`config.mk`:
```
export PLATFORM = sky130hd
export DESIGN_NAME = rtnb_front
export DESIGN_NICKNAME = d
export VERILOG_FILES = /design/src/hw/rtl/rtnb_pkg.sv /design/src/hw/rtl/rtnb_front.sv
export SDC_FILE = /design/constraint.sdc
export NUM_CORES = 1
export LEC_CHECK = 0
export ABC_AREA = 1
export BUFFER_PORTS_ARGS = -buffer_cell sky130_fd_sc_hd__buf_2
export CORE_ASPECT_RATIO = 1.2
export CORE_MARGIN = 1
export CORE_UTILIZATION = 46
export DETAILED_ROUTE_END_ITERATION = 6
export GPL_TIMING_DRIVEN = 0
export HOLD_SLACK_MARGIN = 0.02
export PLACE_DENSITY_LB_ADDON = 0.2
export SYNTH_ARGS = -nofsm -noshare
export SYNTH_HDL_FRONTEND = slang
export SYNTH_SLANG_ARGS = --single-unit
export TNS_END_PERCENT = 10
```
`constraint.sdc`:
```
create_clock -name clock -period 8.4 [get_ports clock]
set_clock_uncertainty 0.2 [all_clocks]
set_input_delay 1.68 -clock clock [delete_from_list [all_inputs] [get_ports clock]]
set_output_delay 1.68 -clock clock [all_outputs]
set_load 0.02 [all_outputs]
```
`src/hw/rtl/rtnb_pkg.sv`:
```
package rtnb_pkg;

   // Sizes of the code store and of the fields.
   localparam int MAX_LEAVES  = 1024;
   localparam int CODE_BITS   = 30;
   localparam int IDX_W       = 10;
   localparam int CNT_W       = 11;
   localparam int OFF_W       = 12;
   localparam int POS_W       = 14;
   localparam int DELTA_W     = 8;
   localparam int PLEN_W      = 7;
   localparam int QUEUE_DEPTH = 4;
   localparam int QPTR_W      = 2;
   localparam int QCNT_W      = 3;

   // Input action codes.
   localparam logic ACTION_LOAD  = 1'b0;
   localparam logic ACTION_QUERY = 1'b1;

   // One classified item as it waits in the queue.
   typedef struct packed {
      logic                 is_query;
      logic [IDX_W-1:0]     index;
      logic [CODE_BITS-1:0] code;
   } item_type;

   // One finished node description.
   typedef struct packed {
      logic                 bad_query;
      logic [PLEN_W-1:0]    prefix_length;
      logic [CODE_BITS-1:0] prefix_code;
      logic [IDX_W-1:0]     range_end;
      logic                 right_is_leaf;
      logic [IDX_W-1:0]     right_child;
      logic                 left_is_leaf;
      logic [IDX_W-1:0]     left_child;
      logic [IDX_W-1:0]     node_number;
   } result_type;

endpackage

```
`src/hw/rtl/rtnb_front.sv`:
```
module rtnb_front (
   input  logic               clock,
   input  logic               reset,
   input  logic               req_tvalid,
   output logic               req_tready,
   input  logic [39:0]        req_tdata,
   input  logic               req_tuser,
   output logic               q_valid,
   output rtnb_pkg::item_type q_item,
   input  logic               q_pop
);

   rtnb_pkg::item_type                  queue_ff [rtnb_pkg::QUEUE_DEPTH];
   logic [rtnb_pkg::QPTR_W-1:0]         wr_ptr_ff, wr_ptr_in;
   logic [rtnb_pkg::QPTR_W-1:0]         rd_ptr_ff, rd_ptr_in;
   logic [rtnb_pkg::QCNT_W-1:0]         count_ff, count_in;
   rtnb_pkg::item_type                  item;
   logic                                push;
   logic                                pop;

   // Classify the incoming beat.
   always_comb begin
      item.is_query = (req_tuser == rtnb_pkg::ACTION_QUERY);
      item.index    = req_tdata[rtnb_pkg::IDX_W-1:0];
      item.code     = req_tdata[rtnb_pkg::IDX_W +: rtnb_pkg::CODE_BITS];
   end

   assign req_tready = (count_ff != rtnb_pkg::QCNT_W'(rtnb_pkg::QUEUE_DEPTH));
   assign push       = req_tvalid && req_tready;
   assign q_valid    = (count_ff != '0);
   assign pop        = q_pop && q_valid;
   assign q_item     = queue_ff[rd_ptr_ff];

   // Queue pointers and fill count.
   always_comb begin
      wr_ptr_in = push ? wr_ptr_ff + 1'b1 : wr_ptr_ff;
      rd_ptr_in = pop ? rd_ptr_ff + 1'b1 : rd_ptr_ff;
      count_in  = count_ff;
      if (push && !pop) begin
         count_in = count_ff + 1'b1;
      end else if (pop && !push) begin
         count_in = count_ff - 1'b1;
      end
   end

   always_ff @(posedge clock) begin
      if (reset) begin
         wr_ptr_ff <= '0;
         rd_ptr_ff <= '0;
         count_ff  <= '0;
      end else begin
         wr_ptr_ff <= wr_ptr_in;
         rd_ptr_ff <= rd_ptr_in;
         count_ff  <= count_in;
      end
   end

   // Queue storage.
   always_ff @(posedge clock) begin
      if (push) begin
         queue_ff[wr_ptr_ff] <= item;
      end
   end

endmodule

```
==> impl_metrics.env, run 1 <==
export IMPL_status="complete, but fails checks"
export IMPL_grt_max_degree=27
export IMPL_rows=47
export IMPL_worstPathMaxFanout=10
export IMPL_numCtsBuffers=17
export IMPL_vias=4116
export IMPL_synth_ff_type="edfxtp_1"
export IMPL_die_area_mm2=0.0148
export IMPL_path_class="flop to output pin"
export IMPL_die_y_um=133
export IMPL_grt_overflow_total=0
export IMPL_firstDrtPassIters=6
export IMPL_yosysWarnings=0
export IMPL_critPathTopFamily="buffers and inverters"
export IMPL_cts_tree="built"
export IMPL_tns_ns=0
export IMPL_syn_nets=515
export IMPL_grt_pass1_wl_mm=21.6
export IMPL_crit_slowest_cell="dfxtp_1"
export IMPL_area_delta_synth_final_pct=20.2
export IMPL_place_area_mm2=0.00735
export IMPL_track_usage_pct=19.8
export IMPL_root_buffer="clkbuf_16"
export IMPL_cp_arrival_ns=1.72
export IMPL_drt_wl_total_mm=13.9
export IMPL_fin_ws_ns=4.80
export IMPL_drc=8
export IMPL_drtIter0Drc=244
export IMPL_final_hold_viol_count=0
export IMPL_worst_path_buf_inv=3
export IMPL_cts_sinks=173
export IMPL_finalSetupViolCount=0
export IMPL_fin_crit_sh_pct=42.9
export IMPL_via_per_inst=5.44
export IMPL_synthTopCellsByArea="edfxtp_1, nor2_1, o22ai_1, o21ai_1, dfxtp_1"
export IMPL_h_tree_depth=4
export IMPL_portBuffers=87
export IMPL_critPathMostFrequentCell="buf_2"
export IMPL_crit_path_cell_trace="inv_2 -> buf_2 -> o21ai_0 -> o22ai_1 -> buf_2"
export IMPL_rsz0062_at_grt="no"
export IMPL_syn_inst=464
export IMPL_drive_gt1_share_pct=26.5
export IMPL_hp_class="flop to flop"
export IMPL_nFillCells=1099
export IMPL_ir_drop_mv=0.170
export IMPL_start_util_pct=47.3
export IMPL_final_common_cell="edfxtp_1"
export IMPL_final_cell_mix="edfxtp_1, buf_2, nor2_1, o21ai_1, o22ai_1"
export IMPL_first_global_vias=4203
export IMPL_maxCapViolCount=0
export IMPL_ys_ff_latch=173
export IMPL_place_ws_ns=4.91
export IMPL_core_area_mm2=0.0139
export IMPL_diodes=0
export IMPL_place_gp_congestion=0.720
export IMPL_final_area_mm2=0.00790
export IMPL_clk_path_buf_depth=2
export IMPL_cts_setup_buffers=0
export IMPL_leakage_nw=2.83
export IMPL_fin_util_pct=56.9
export IMPL_power_density_mw_per_mm2=318
export IMPL_synth_cell_type_count=20
export IMPL_slew_headroom_pct=38.0
export IMPL_whs_ns=0.318
export IMPL_synth_edf_count=164
export IMPL_synth_area_mm2=0.00657
export IMPL_cp_required_ns=6.52
export IMPL_clkLatencyLatePin_ns=0.42
export IMPL_hold_buffers=0
export IMPL_maxClockFrequency_ghz=0.278
export IMPL_synth_seq_area_share_pct=77.7
export IMPL_antenna_left=0
export IMPL_cpPeakStageDelay_ns=0.38
export IMPL_synth_largest_area_cell="edfxtp_1"
export IMPL_violations="DRC"
export IMPL_avgSynthCellArea_um2=14.2
export IMPL_startpoint_type="flop"
export IMPL_cts_resized=0
export IMPL_dp_hpwl_mm=8.58
export IMPL_antenna_found_initial=0
export IMPL_finalCriticalPeriod_ns=3.60
export IMPL_synthArstFlopShare_pct=0
export IMPL_ioPinCount=88
export IMPL_drv_slew=0
export IMPL_nets=625
export IMPL_die_x_um=111
export IMPL_worstMarginPinSlew_ns=0.928
export IMPL_end_kind="output pin"
export IMPL_clk_pin_slew_worst_paths_ns=0.07
export IMPL_yosysTopAreaCellShare_pct=75.0
export IMPL_wl_per_cell_um=18.4
==> logic make-up after synthesis <==
| logic type | synth area share, % |
|---|---|
| XOR/XNOR | 0.133 |
| AO/OA/AOI/OAI | 10.5 |
| buffers and inverters | 3.45 |
| AND/OR/NAND/NOR | 6.99 |
| flip-flops | 77.7 |
| adder cells (fa/ha/maj) | 1.26 |
==> flip-flops by register name (all words and copies together) (netlist names), named ones only <==
register / count
queue_ff: 164
count_ff: 3
rd_ptr_ff: 2
wr_ptr_ff: 2
==> report_power, final <==
group	switching (mW)	internal [mW]	total [mW]
combinational	0.485	0.226	0.710
clock	0.313	0.408	0.721
sequential	0.0303	1.05	1.08
total	0.828	1.68	2.51
==> cell type report <==
| class | count | area, um2 | share of cell area, % |
|---|---|---|---|
| timing repair buffer | 91 | 538 | 6.81 |
| inverter | 16 | 60.1 | 0.760 |
| clock inverter | 13 | 118 | 1.49 |
| sequential | 173 | 5100 | 64.6 |
| tap | 171 | 214 | 2.71 |
| multi-input combinational | 250 | 1270 | 16.0 |
| buffer | 25 | 166 | 2.11 |
| clock buffer | 18 | 429 | 5.43 |
==> cells in the mapped netlist, drive strengths merged (3+ instances only) <==
cell type / number
edfxtp: 164
nor2: 96
o21ai: 83
o22ai: 41
buf: 25
inv: 16
nand2: 15
dfxtp: 9
ha: 5
nand3: 4
a21oi: 3
==> metrics by stage <==
stage / total power [mW] / std cells
3_3_place_gp: 1.78 / 722
4_1_cts: 2.53 / 757
3_5_place_dp: 1.82 / 726
5_1_grt: 2.63 / 757
2_1_floorplan: 1.54 / 464
6_report: 2.51 / 757
==> final timing paths <==
kind | startpoint | endpoint | slack [ns] | cells past startpoint
setup / recovery | flop | q_item[21] | 4.80 | 5
hold reg to reg | rd_ptr_ff[0] | rd_ptr_ff[0] | 0.32 | 2
setup reg to reg | count_ff[0] | queue_ff[0][16] | 6.16 | 5
hold / removal | rd_ptr_ff[0] | rd_ptr_ff[0] | 0.32 | 2
==> routing by layer <==
metal  wire (um)  GRT usage, %  vias up
li1            -             -     1938
met1        5780          22.9     2062
met2        7320          34.8       97
met3         675          5.59       19
met4         172          7.81        0
met5           0             0        -
==> tightest hold or removal path: stages (launching register included) <==
cell and delay, ns:
dfxtp_1 0.32, nand2_1 0.09, a21oi_1 0.06
No activity file was read; power rests on OpenSTA's default activity.
==> inputs of run 2 (changes only) <==
Settings changed: ABC_AREA 1 to 0.
Clock period 8.4 ns to 3.3 ns, I/O delays scaled along.
==> impl_metrics.env, run 2 <==
export IMPL_portBuffers=86
export IMPL_clk_pin_slew_worst_paths_ns=0.06
export IMPL_drv_slew=0
export IMPL_place_gp_congestion=0.664
export IMPL_avgSynthCellArea_um2=24.5
export IMPL_synth_area_mm2=0.00645
export IMPL_nFillCells=1072
export IMPL_ys_ff_latch=173
export IMPL_drive_gt1_share_pct=45.1
export IMPL_tns_ns=0
export IMPL_yosysWarnings=0
export IMPL_first_global_vias=3032
export IMPL_worstPathMaxFanout=10
export IMPL_vias=2881
export IMPL_end_kind="output pin"
export IMPL_status="finished clean"
export IMPL_clk_path_buf_depth=2
export IMPL_dp_hpwl_mm=6.36
export IMPL_synth_seq_area_share_pct=79.2
export IMPL_hold_buffers=0
export IMPL_nets=423
export IMPL_whs_ns=0.254
export IMPL_ioPinCount=88
export IMPL_cts_setup_buffers=0
export IMPL_power_density_mw_per_mm2=801
export IMPL_final_cell_mix="edfxtp_1, buf_2, mux4_2, clkbuf_16, dfxtp_1"
export IMPL_maxClockFrequency_ghz=0.373
export IMPL_drc=0
export IMPL_cts_tree="built"
export IMPL_largestRegisters="queue_ff: 164 flops, count_ff: 3 flops"
export IMPL_rows=47
export IMPL_final_common_cell="edfxtp_1"
export IMPL_ir_drop_mv=0.356
export IMPL_startpoint_type="flop"
export IMPL_track_usage_pct=16.3
export IMPL_leakage_nw=2.63
export IMPL_clkLatencyLatePin_ns=0.41
export IMPL_synthTopCellsByArea="edfxtp_1, mux4_2, dfxtp_1, buf_12, ha_1"
export IMPL_area_delta_synth_final_pct=19.7
export IMPL_final_area_mm2=0.00772
export IMPL_slew_headroom_pct=48.3
export IMPL_cts_resized=0
export IMPL_worstMarginPinSlew_ns=0.775
export IMPL_rrSetupSlack_ns=0.92
export IMPL_start_util_pct=46.9
export IMPL_hp_class="input port to flop"
export IMPL_yosysTopAreaCellShare_pct=76.4
export IMPL_finalCriticalPeriod_ns=2.68
export IMPL_die_area_mm2=0.0145
export IMPL_synth_ff_type="edfxtp_1"
export IMPL_yosysMostFrequentCell="edfxtp_1"
export IMPL_grt_pass1_wl_mm=16.4
export IMPL_place_area_mm2=0.00718
export IMPL_synthArstFlopShare_pct=0
export IMPL_root_buffer="clkbuf_16"
export IMPL_diodes=0
export IMPL_cp_arrival_ns=1.82
export IMPL_syn_inst=263
export IMPL_synth_edf_count=164
export IMPL_cts_sinks=173
export IMPL_cp_required_ns=2.44
export IMPL_maxCapViolCount=0
export IMPL_antenna_left=0
export IMPL_synth_largest_area_cell="edfxtp_1"
export IMPL_antenna_found_initial=1
export IMPL_syn_nets=314
export IMPL_core_area_mm2=0.0138
export IMPL_die_x_um=110
export IMPL_numCtsBuffers=17
export IMPL_regMostFlops="queue_ff"
export IMPL_fin_crit_sh_pct=81.2
export IMPL_wl_per_cell_um=18.9
export IMPL_drtIter0Drc=95
export IMPL_via_per_inst=5.19
export IMPL_path_class="flop to output pin"
export IMPL_synth_common_cells="edfxtp_1, mux4_2, dfxtp_1, nor2_1, ha_1"
export IMPL_largest_reg_flops=164
export IMPL_rsz0062_at_grt="no"
export IMPL_drt_wl_total_mm=10.5
export IMPL_grt_overflow_total=0
export IMPL_finalSetupViolCount=0
export IMPL_synth_cell_type_count=26
export IMPL_final_hold_viol_count=0
export IMPL_h_tree_depth=4
export IMPL_grt_max_degree=30
export IMPL_die_y_um=132
export IMPL_firstDrtPassIters=6
[run 2: area by class of cell]
cell class                      instances  area (um2)  share of cell area (%)
Sequential cell                       173        5100                    66.1
Multi-Input combinational cell         76        1220                    15.8
Clock buffer                           19         433                    5.61
Inverter                                3        11.3                   0.146
Buffer                                 11         119                    1.54
Clock inverter                         12         100                    1.30
Tap cell                              171         214                    2.77
Timing Repair Buffer                   90         518                    6.71
[run 2: layer usage]
layer	part of all wire (%)	wire length [um]	track usage (%)
met1	42	4380	20.4
met2	52	5500	26.3
met3	4.4	466	5.21
met4	1.4	143	6.22
met5	0	0	0
[run 2: path summary, 6_finish.rpt]
check | from | to | cells after the start
max | flop | q_item[5] | 4
max reg2reg | count_ff[1] | count_ff[2] | 8
min reg2reg | wr_ptr_ff[1] | wr_ptr_ff[1] | 2
min | req_tdata[34] | queue_ff[3][24] | 1
[run 2: where the power goes]
| part | switching [mW] | internal (mW) |
|---|---|---|
| clock network | 0.755 | 1.02 |
| registers | 0.0760 | 2.67 |
| logic | 0.903 | 0.756 |
[run 2: metrics by stage]
step / instances / worst slack [ns] / power (mW) / util [%]
2_1_floorplan: 263 / 0.783 / 3.98 / -
3_3_place_gp: 520 / -0.174 / 4.44 / 51.5
3_5_place_dp: 524 / 0.740 / 4.49 / 52.2
4_1_cts: 555 / 0.559 / 6.27 / 56.1
5_1_grt: 555 / 0.490 / 6.47 / 56.1
6_report: 555 / 0.619 / 6.18 / 56.1
[run 2: critical path, stage by stage (launching register included)]
cell,delay (ns)
dfxtp_1,0.30
buf_1,0.23
buf_2,0.34
mux4_2,0.37
buf_2,0.18
[run 2: logic make-up (layout without fill, tap and decap cells)]
family                     Yosys count  count (layout)  synth area share, %
DFF                                173             173                 79.2
muxes                               44              44                 14.9
and+or+nand+nor                     17              17                 1.34
buffers and inverters               14             135                 2.02
adders and majority gates            6               6                 1.28
AOI/OAI and AO/OA                    5               5                0.776
xor gates and xnor gates             4               4                0.543
